`src/rtl/murmur3_x86_32_hash_assert.svh`:
```
// Assertion macros shared by the MurmurHash3 block.
`ifndef MURMUR3_X86_32_HASH_ASSERT_SVH
`define MURMUR3_X86_32_HASH_ASSERT_SVH

`ifndef SYNTH
// Concurrent property checked on every rising edge outside reset.
`define MM3_ASSERT(label, clk, rst_n, prop, msg) \
    label: assert property (@(posedge clk) disable iff (!rst_n) prop) else $error(msg);
// Condition that must never be true outside reset.
`define MM3_ASSERT_NEVER(label, clk, rst_n, cond, msg) \
    label: assert property (@(posedge clk) disable iff (!rst_n) !(cond)) else $error(msg);
`else
`define MM3_ASSERT(label, clk, rst_n, prop, msg)
`define MM3_ASSERT_NEVER(label, clk, rst_n, cond, msg)
`endif

`endif

```
`src/rtl/mm3_pkg.sv`:
```
// Package with the constants and control types of the MurmurHash3 block.
`timescale 1ns / 1ps

package mm3_pkg;

    // Mixing and finalization constants of MurmurHash3 x86_32.
    localparam logic [31:0] MIX_C1  = 32'hcc9e2d51;
    localparam logic [31:0] MIX_C2  = 32'h1b873593;
    localparam logic [31:0] MIX_ADD = 32'he6546b64;
    localparam logic [31:0] FIN_C1  = 32'h85ebca6b;
    localparam logic [31:0] FIN_C2  = 32'hc2b2ae35;

    // Number of bytes in a full body block.
    localparam logic [2:0] BLOCK_BYTES = 3'd4;

    // Commands from the controller to the datapath, at most one per cycle.
    typedef struct packed {
        logic load;      // capture an input transfer and do the first multiply
        logic mul2;      // rotate and second multiply of the block
        logic mix;       // fold the block into the running hash
        logic fin1;      // length fold and first finalization multiply
        logic fin2;      // second finalization multiply
        logic out_load;  // last xor-shift into the output register
    } mm3_cmd_t;

    // Status from the datapath to the controller.
    typedef struct packed {
        logic last;      // the item being worked on ends the message
        logic out_busy;  // the output register holds a result that stays this cycle
    } mm3_stat_t;

endpackage

```
`src/rtl/murmur3_x86_32_hash.sv`:
```
// Top level of the streaming MurmurHash3 x86_32 hasher.
//
//   Channel  Ports                                                  Moves
//   cfg      cfg_we, cfg_wdata                                      seed write, no wait
//   input    s_valid/s_ready, s_data_word, s_byte_count, s_last     one word per transfer
//   output   m_valid/m_ready, m_hash_value                          one hash per message
//
// A body word goes through the input multiply, the second block multiply and
// the mix into the running hash, all in one shared datapath stepped by the controller.
// The last word is then finalized: length fold and multiply, second multiply, xor-shift.
// A finished hash waits in the output register while the next message is taken in;
// the last finalization step stalls only when that register still holds a result.
// Reset is synchronous and active low; the seed resets to zero.
`timescale 1ns / 1ps

`include "murmur3_x86_32_hash_assert.svh"

module murmur3_x86_32_hash (
    input  logic        aclk,
    input  logic        aresetn,
    input  logic        cfg_we,
    input  logic [31:0] cfg_wdata,
    input  logic        s_valid,
    output logic        s_ready,
    input  logic [31:0] s_data_word,
    input  logic [2:0]  s_byte_count,
    input  logic        s_last,
    output logic        m_valid,
    input  logic        m_ready,
    output logic [31:0] m_hash_value
);

    mm3_pkg::mm3_cmd_t  cmd;
    mm3_pkg::mm3_stat_t stat;

    // Sequencer.
    mm3_ctrl u_ctrl (
        .aclk    (aclk),
        .aresetn (aresetn),
        .s_valid (s_valid),
        .s_ready (s_ready),
        .stat    (stat),
        .cmd     (cmd)
    );

    // Arithmetic and state.
    mm3_dp u_dp (
        .aclk         (aclk),
        .aresetn      (aresetn),
        .cfg_we       (cfg_we),
        .cfg_wdata    (cfg_wdata),
        .s_data_word  (s_data_word),
        .s_byte_count (s_byte_count),
        .s_last       (s_last),
        .m_ready      (m_ready),
        .m_valid      (m_valid),
        .m_hash_value (m_hash_value),
        .cmd          (cmd),
        .stat         (stat)
    );

    // The controller issues one command at a time.
    `MM3_ASSERT(a_cmd_onehot, aclk, aresetn, $onehot0(cmd), "more than one datapath command")
    // An accepted word goes through the second multiply and then the mix.
    `MM3_ASSERT(a_block_seq, aclk, aresetn, cmd.load |=> cmd.mul2 ##1 cmd.mix, "block sequence broken")
    // The input is closed while a word is in the datapath.
    `MM3_ASSERT(a_ready_drop, aclk, aresetn, (s_valid && s_ready) |=> !s_ready, "input open while busy")
    // A waiting result is never overwritten.
    `MM3_ASSERT_NEVER(a_no_overwrite, aclk, aresetn, cmd.out_load && m_valid && !m_ready, "result overwritten")

endmodule

```
`src/rtl/mm3_dp.sv`:
```
// Datapath of the MurmurHash3 block: block scrambling, hash mixing and finalization.
`timescale 1ns / 1ps

module mm3_dp (
    input  logic              aclk,
    input  logic              aresetn,
    input  logic              cfg_we,
    input  logic [31:0]       cfg_wdata,
    input  logic [31:0]       s_data_word,
    input  logic [2:0]        s_byte_count,
    input  logic              s_last,
    input  logic              m_ready,
    output logic              m_valid,
    output logic [31:0]       m_hash_value,
    input  mm3_pkg::mm3_cmd_t cmd,
    output mm3_pkg::mm3_stat_t stat
);

    logic [31:0] seed_reg;
    logic        active_reg, active_next;
    logic [31:0] hash_reg, hash_next;
    logic [31:0] len_reg, len_next;
    logic [31:0] k_reg, k_next;
    logic [31:0] fin_reg, fin_next;
    logic [2:0]  cnt_reg, cnt_next;
    logic        last_reg, last_next;
    logic [31:0] out_reg, out_next;
    logic        valid_reg, valid_next;

    logic [2:0]  eff_count;
    logic [31:0] byte_mask;
    logic [31:0] mix_x;
    logic [31:0] mix_rot;
    logic [31:0] fin_t;
    logic [31:0] k_rot;

    // Bytes that count: a body item is always four, a count above four is four.
    always_comb begin
        if (!s_last || (s_byte_count > mm3_pkg::BLOCK_BYTES)) begin
            eff_count = mm3_pkg::BLOCK_BYTES;
        end else begin
            eff_count = s_byte_count;
        end
    end

    // Keep only the valid low bytes of the word.
    always_comb begin
        unique case (eff_count)
            3'd0:    byte_mask = 32'h0000_0000;
            3'd1:    byte_mask = 32'h0000_00ff;
            3'd2:    byte_mask = 32'h0000_ffff;
            3'd3:    byte_mask = 32'h00ff_ffff;
            default: byte_mask = 32'hffff_ffff;
        endcase
    end

    assign k_rot   = {k_reg[16:0], k_reg[31:17]};
    assign mix_x   = hash_reg ^ k_reg;
    assign mix_rot = {mix_x[18:0], mix_x[31:19]};
    assign fin_t   = hash_reg ^ len_reg;

    // Next-state logic of the datapath registers, steered by the controller.
    always_comb begin
        active_next = active_reg;
        hash_next   = hash_reg;
        len_next    = len_reg;
        k_next      = k_reg;
        fin_next    = fin_reg;
        cnt_next    = cnt_reg;
        last_next   = last_reg;
        out_next    = out_reg;
        valid_next  = valid_reg && !m_ready;

        if (cmd.load) begin
            // A new message starts from the seed with a zero length.
            if (!active_reg) begin
                hash_next = seed_reg;
                len_next  = 32'd0;
            end
            active_next = 1'b1;
            k_next      = (s_data_word & byte_mask) * mm3_pkg::MIX_C1;
            cnt_next    = eff_count;
            last_next   = s_last;
        end

        if (cmd.mul2) begin
            k_next = k_rot * mm3_pkg::MIX_C2;
        end

        if (cmd.mix) begin
            // A full block is mixed, a tail is only xored in, an empty tail does nothing.
            if (cnt_reg == mm3_pkg::BLOCK_BYTES) begin
                hash_next = {mix_rot[29:0], 2'b00} + mix_rot + mm3_pkg::MIX_ADD;
            end else if (cnt_reg != 3'd0) begin
                hash_next = mix_x;
            end
            len_next = len_reg + {29'd0, cnt_reg};
            if (last_reg) begin
                active_next = 1'b0;
            end
        end

        if (cmd.fin1) begin
            fin_next = (fin_t ^ {16'd0, fin_t[31:16]}) * mm3_pkg::FIN_C1;
        end

        if (cmd.fin2) begin
            fin_next = (fin_reg ^ {13'd0, fin_reg[31:13]}) * mm3_pkg::FIN_C2;
        end

        if (cmd.out_load) begin
            out_next   = fin_reg ^ {16'd0, fin_reg[31:16]};
            valid_next = 1'b1;
        end
    end

    // Control registers take reset; the payload registers do not.
    always_ff @(posedge aclk) begin
        if (!aresetn) begin
            seed_reg   <= 32'd0;
            active_reg <= 1'b0;
            valid_reg  <= 1'b0;
        end else begin
            if (cfg_we) begin
                seed_reg <= cfg_wdata;
            end
            active_reg <= active_next;
            valid_reg  <= valid_next;
        end
    end

    always_ff @(posedge aclk) begin
        hash_reg <= hash_next;
        len_reg  <= len_next;
        k_reg    <= k_next;
        fin_reg  <= fin_next;
        cnt_reg  <= cnt_next;
        last_reg <= last_next;
        out_reg  <= out_next;
    end

    assign m_valid       = valid_reg;
    assign m_hash_value  = out_reg;
    assign stat.last     = last_reg;
    assign stat.out_busy = valid_reg && !m_ready;

endmodule

```
`src/rtl/mm3_ctrl.sv`:
```
// Controller state machine that sequences the MurmurHash3 datapath.
`timescale 1ns / 1ps

module mm3_ctrl (
    input  logic               aclk,
    input  logic               aresetn,
    input  logic               s_valid,
    output logic               s_ready,
    input  mm3_pkg::mm3_stat_t stat,
    output mm3_pkg::mm3_cmd_t  cmd
);

    typedef enum logic [5:0] {
        ST_IDLE = 6'b000001,
        ST_MUL2 = 6'b000010,
        ST_MIX  = 6'b000100,
        ST_FIN1 = 6'b001000,
        ST_FIN2 = 6'b010000,
        ST_FIN3 = 6'b100000
    } state_t;

    state_t state_reg, state_next;

    // Transitions and the command issued in each state.
    always_comb begin
        state_next = state_reg;
        cmd        = '0;
        s_ready    = 1'b0;
        unique case (state_reg)
            ST_IDLE: begin
                s_ready = 1'b1;
                if (s_valid) begin
                    cmd.load   = 1'b1;
                    state_next = ST_MUL2;
                end
            end
            ST_MUL2: begin
                cmd.mul2   = 1'b1;
                state_next = ST_MIX;
            end
            ST_MIX: begin
                cmd.mix    = 1'b1;
                state_next = stat.last ? ST_FIN1 : ST_IDLE;
            end
            ST_FIN1: begin
                cmd.fin1   = 1'b1;
                state_next = ST_FIN2;
            end
            ST_FIN2: begin
                cmd.fin2   = 1'b1;
                state_next = ST_FIN3;
            end
            ST_FIN3: begin
                // Wait until the previous result has left the output register.
                if (!stat.out_busy) begin
                    cmd.out_load = 1'b1;
                    state_next   = ST_IDLE;
                end
            end
            default: begin
                state_next = ST_IDLE;
            end
        endcase
    end

    always_ff @(posedge aclk) begin
        if (!aresetn) begin
            state_reg <= ST_IDLE;
        end else begin
            state_reg <= state_next;
        end
    end

endmodule
```
`config.mk`:
```
export PLATFORM = sky130hd
export DESIGN_NAME = murmur3_x86_32_hash
export DESIGN_NICKNAME = d
export VERILOG_FILES = /design/src/rtl/mm3_pkg.sv /design/src/rtl/murmur3_x86_32_hash.sv /design/src/rtl/mm3_dp.sv /design/src/rtl/mm3_ctrl.sv
export VERILOG_INCLUDE_DIRS = /design/src /design/src/rtl
export SDC_FILE = /design/constraint.sdc
export NUM_CORES = 2
export LEC_CHECK = 0
export ABC_CLOCK_PERIOD_IN_PS = 9120
export BUFFER_PORTS_ARGS = -buffer_cell sky130_fd_sc_hd__buf_2
export CORE_MARGIN = 2
export CORE_UTILIZATION = 60
export CTS_CLUSTER_DIAMETER = 50
export DETAILED_ROUTE_END_ITERATION = 16
export GPL_TIMING_DRIVEN = 0
export PLACE_DENSITY = 0.77
export SLEW_MARGIN = 20
export SYNTH_ARGS = -nofsm -noshare
export SYNTH_HDL_FRONTEND = slang
export SYNTH_SLANG_ARGS = --single-unit
```
`constraint.sdc`:
```
create_clock -name aclk -period 9.12 [get_ports aclk]
set_input_delay 0.912 -clock aclk [delete_from_list [all_inputs] [get_ports aclk]]
set_output_delay 0.912 -clock aclk [all_outputs]
set_load 0.02 [all_outputs]
```
==> flow_metrics.py <==
metrics = {
    "setup_path": {
        "max_stage_delay_ns": 0.99,
        "crit_path_start_kind": "flip-flop",
        "cp.arrival_ns": 8.75,
        "crit_top_cell": "fa_1",
        "critPathMaxFanout": 6,
        "end_kind": "flip-flop",
        "r2r_start": "u_dp.hash_reg[23]",
        "r2r_cells": 22,
        "worst-r2r-setup-slack_ns": 0.65,
        "worst-path-buf-inv": 4,
        "cp_data_required_time_ns": 9.40,
        "r2r-end": "u_dp.fin_reg[30]",
        "slowest_stage": "xnor2_1",
        "critical_path.cell_chain": "xor2_1 -> xnor2_1 -> inv_1 -> fa_1 -> fa_1 -> fa_1 -> fa_1 -> fa_1 -> inv_1 -> fa_1 -> fa_1 -> inv_1 -> fa_1 -> inv_1 -> ha_1 -> a21oi_1 -> o21ai_0 -> a31o_2 -> o41ai_1 -> mux2i_1 -> o21ai_0 -> o21ai_0",
        "crit_family": "adder cells",
        "crit_type": "flip-flop to flip-flop",
    },
    "synthesis": {
        "synth_nets": 6216,
        "synth_top_area_share": 0.322,
        "synth_seq_cells": 204,
        "synth_enable_flop_cells": 132,
        "synth_cell_type_count": 77,
        "syn_area_um2": 45100,
        "postSynth.asyncResetShare": 0,
        "ys.flop_type": "edfxtp_1",
        "yosys-top-cells-area": "fa_1 (32%), ha_1 (22%), inv_1 (11%), edfxtp_1 (8.8%), xnor2_1 (5.0%)",
        "synth_cells": 4615,
        "yosysSeqAreaShare": 0.120,
        "syn_area_per_cell_um2": 9.77,
        "synth_area_leader_cell": "fa_1",
        "yosys_warnings": 0,
    },
    "outcome": {
        "outcome": "completed",
    },
    "clock_network": {
        "insertion_delay_ns": 0.57,
        "numCtsBuffers": 25,
        "path_clk_slew_ns": 0.06,
        "cts_tree": "done",
        "cts_root_buf": "clkbuf_16",
        "cts_setup_buffers": 0,
        "htreeDepth": 1,
        "ctsHoldBuffers": 0,
        "ctsResizeCount": 0,
        "cts_buffer_depth": 3,
        "cts.sinks": 204,
    },
    "drt": {
        "dr_total_vias": 32051,
        "first_iter_violations": 2494,
        "drt.antenna.violating_nets": 0,
        "finalWirelength_mm": 121,
        "drt-wirelength-per-cell_um": 21.1,
        "via_per_inst": 5.59,
        "drt_first_pass_iters": 6,
        "remaining_drc_errors": 0,
    },
    "sta": {
        "setup_viol": 0,
        "fmax_mhz": 118,
        "fin_skew_ns": 0.0275,
        "period_share": 0.929,
        "relSlewSlack": 0.219,
        "min_period_ns": 8.47,
        "drv_slew": 0,
        "worst_slew_pin_slew_ns": 1.16,
        "rsz0062_at_grt": "false",
        "fin_setup_tns_ns": 0,
        "setup_ws_ns": 0.649,
        "hold_violations": 0,
    },
    "layout": {
        "syn2layout_area_growth_pct": 5.92,
        "n_fill_cell": 6108,
        "nNetsFinal": 6345,
        "layout_commonest_cell": "inv_1",
        "layout_common_cells": "inv_1 (1287), ha_1 (803), fa_1 (725)",
        "drive_above_1_share": 0.0403,
        "fin_util": 0.642,
    },
    "placed_design": {
        "io_buffers": 100,
        "gp_congestion": 0.996,
        "post-place-ws_ns": 0.656,
        "dp_hpwl_mm": 106,
    },
    "global_routing": {
        "grt_max_degree": 34,
        "overflow": 0,
        "antenna_found_initial": 2,
        "grtUsageTotal": 0.325,
        "grt_pass1_vias": 34330,
        "grt_pass1_wl_mm": 191,
    },
    "die": {
        "core-area_um2": 74400,
        "ios": 107,
        "die_h_um": 278,
        "start_util": 0.606,
        "die_x_um": 278,
        "die_area_um2": 77400,
        "rows": 100,
    },
    "min_path": {
        "min_to": "u_dp.hash_reg[2]",
        "hp-start": "u_dp.seed_reg[2]",
        "min_path_cells": 2,
        "hold_path.class": "flip-flop to flip-flop",
    },
    "flow_run": {
        "cap_violations": 0,
    },
}
==> cell type report <==
| class | instances | area [um^2] | share of cell area |
|---|---|---|---|
| well taps | 969 | 1210 | 0.0254 |
| flip-flops and latches | 204 | 5410 | 0.113 |
| clock inverters | 21 | 188 | 0.00393 |
| multi-input cells | 3060 | 34700 | 0.727 |
| plain buffers | 63 | 236 | 0.00495 |
| repair buffers | 102 | 539 | 0.0113 |
| inverters | 1288 | 4830 | 0.101 |
| diodes | 3 | 7.51 | 0.000157 |
| clock buffers | 25 | 626 | 0.0131 |
==> Yosys cell counts (8+ instances only) <==
| master | instances |
|---|---|
| a211o_1 | 8 |
| a211oi_1 | 21 |
| a21o_1 | 52 |
| a21oi_1 | 142 |
| a32oi_1 | 17 |
| and2_1 | 26 |
| and3_1 | 34 |
| buf_1 | 10 |
| clkbuf_1 | 53 |
| dfxtp_1 | 72 |
| edfxtp_1 | 132 |
| fa_1 | 725 |
| ha_1 | 803 |
| inv_1 | 1287 |
| mux2_2 | 11 |
| mux2i_1 | 47 |
| nand2_1 | 180 |
| nand2b_1 | 14 |
| nand3_1 | 47 |
| nand4_1 | 11 |
| nor2_1 | 135 |
| nor2b_1 | 49 |
| nor3_1 | 29 |
| o211ai_1 | 9 |
| o21a_1 | 17 |
| o21ai_0 | 112 |
| o21bai_1 | 27 |
| o22ai_1 | 18 |
| o31ai_1 | 9 |
| or2_2 | 8 |
| or3_1 | 13 |
| xnor2_1 | 257 |
| xor2_1 | 149 |
==> per-stage QoR <==
stage / hold slack [ns] / cells / instance area, um^2
global route: 0.529 / 5732 / 47800
global placement: 0.482 / 5684 / 46800
CTS: 0.500 / 5732 / 47700
detailed placement: 0.491 / 5686 / 46900
finish: 0.504 / 5735 / 47800
floorplan: 0.463 / 4615 / 45100
==> worst max path at each step <==
stage	endpoint	depth (start not counted)	slack (ns)	from
after floorplan	u_dp.k_reg[28]	24	1.79	s_byte_count[2]
after global placement	u_dp.fin_reg[30]	25	0.69	u_dp.hash_reg[16]
after detailed placement	u_dp.k_reg[28]	25	0.66	s_byte_count[2]
after CTS	u_dp.fin_reg[30]	22	0.69	u_dp.hash_reg[26]
after global routing	u_dp.fin_reg[30]	25	0.23	u_dp.hash_reg[21]
final	u_dp.fin_reg[30]	22	0.65	u_dp.hash_reg[23]
==> worst register-to-register path: stages (launching register included) <==
cell     delay [ns]
dfxtp_1        0.57
xor2_1         0.33
xnor2_1        0.99
inv_1          0.30
fa_1           0.48
fa_1           0.57
fa_1           0.44
fa_1           0.50
fa_1           0.55
inv_1          0.05
fa_1           0.45
fa_1           0.50
inv_1          0.05
fa_1           0.48
inv_1          0.04
ha_1           0.32
a21oi_1        0.18
o21ai_0        0.15
a31o_2         0.29
o41ai_1        0.45
mux2i_1        0.18
o21ai_0        0.20
o21ai_0        0.10
==> metal layers <==
metal | vias up | part of all wire | track usage
met5 | - | 0 | 0
met2 | 1167 | 0.48 | 0.549
li1 | 14737 | - | -
met3 | 274 | 0.068 | 0.0369
met1 | 15873 | 0.40 | 0.424
met4 | 0 | 0.051 | 0.140
==> logic make-up after synthesis <==
logic type      share of synthesized area
buf+inv                             0.112
mux                                0.0132
simple gates                       0.0603
fa+ha+maj                           0.545
flops                               0.120
compound gates                     0.0706
xor+xnor                           0.0789
Power is left out: the tool's default activity adds up to more than one toggle a clock period on the data nets, which glitch-free logic cannot reach.
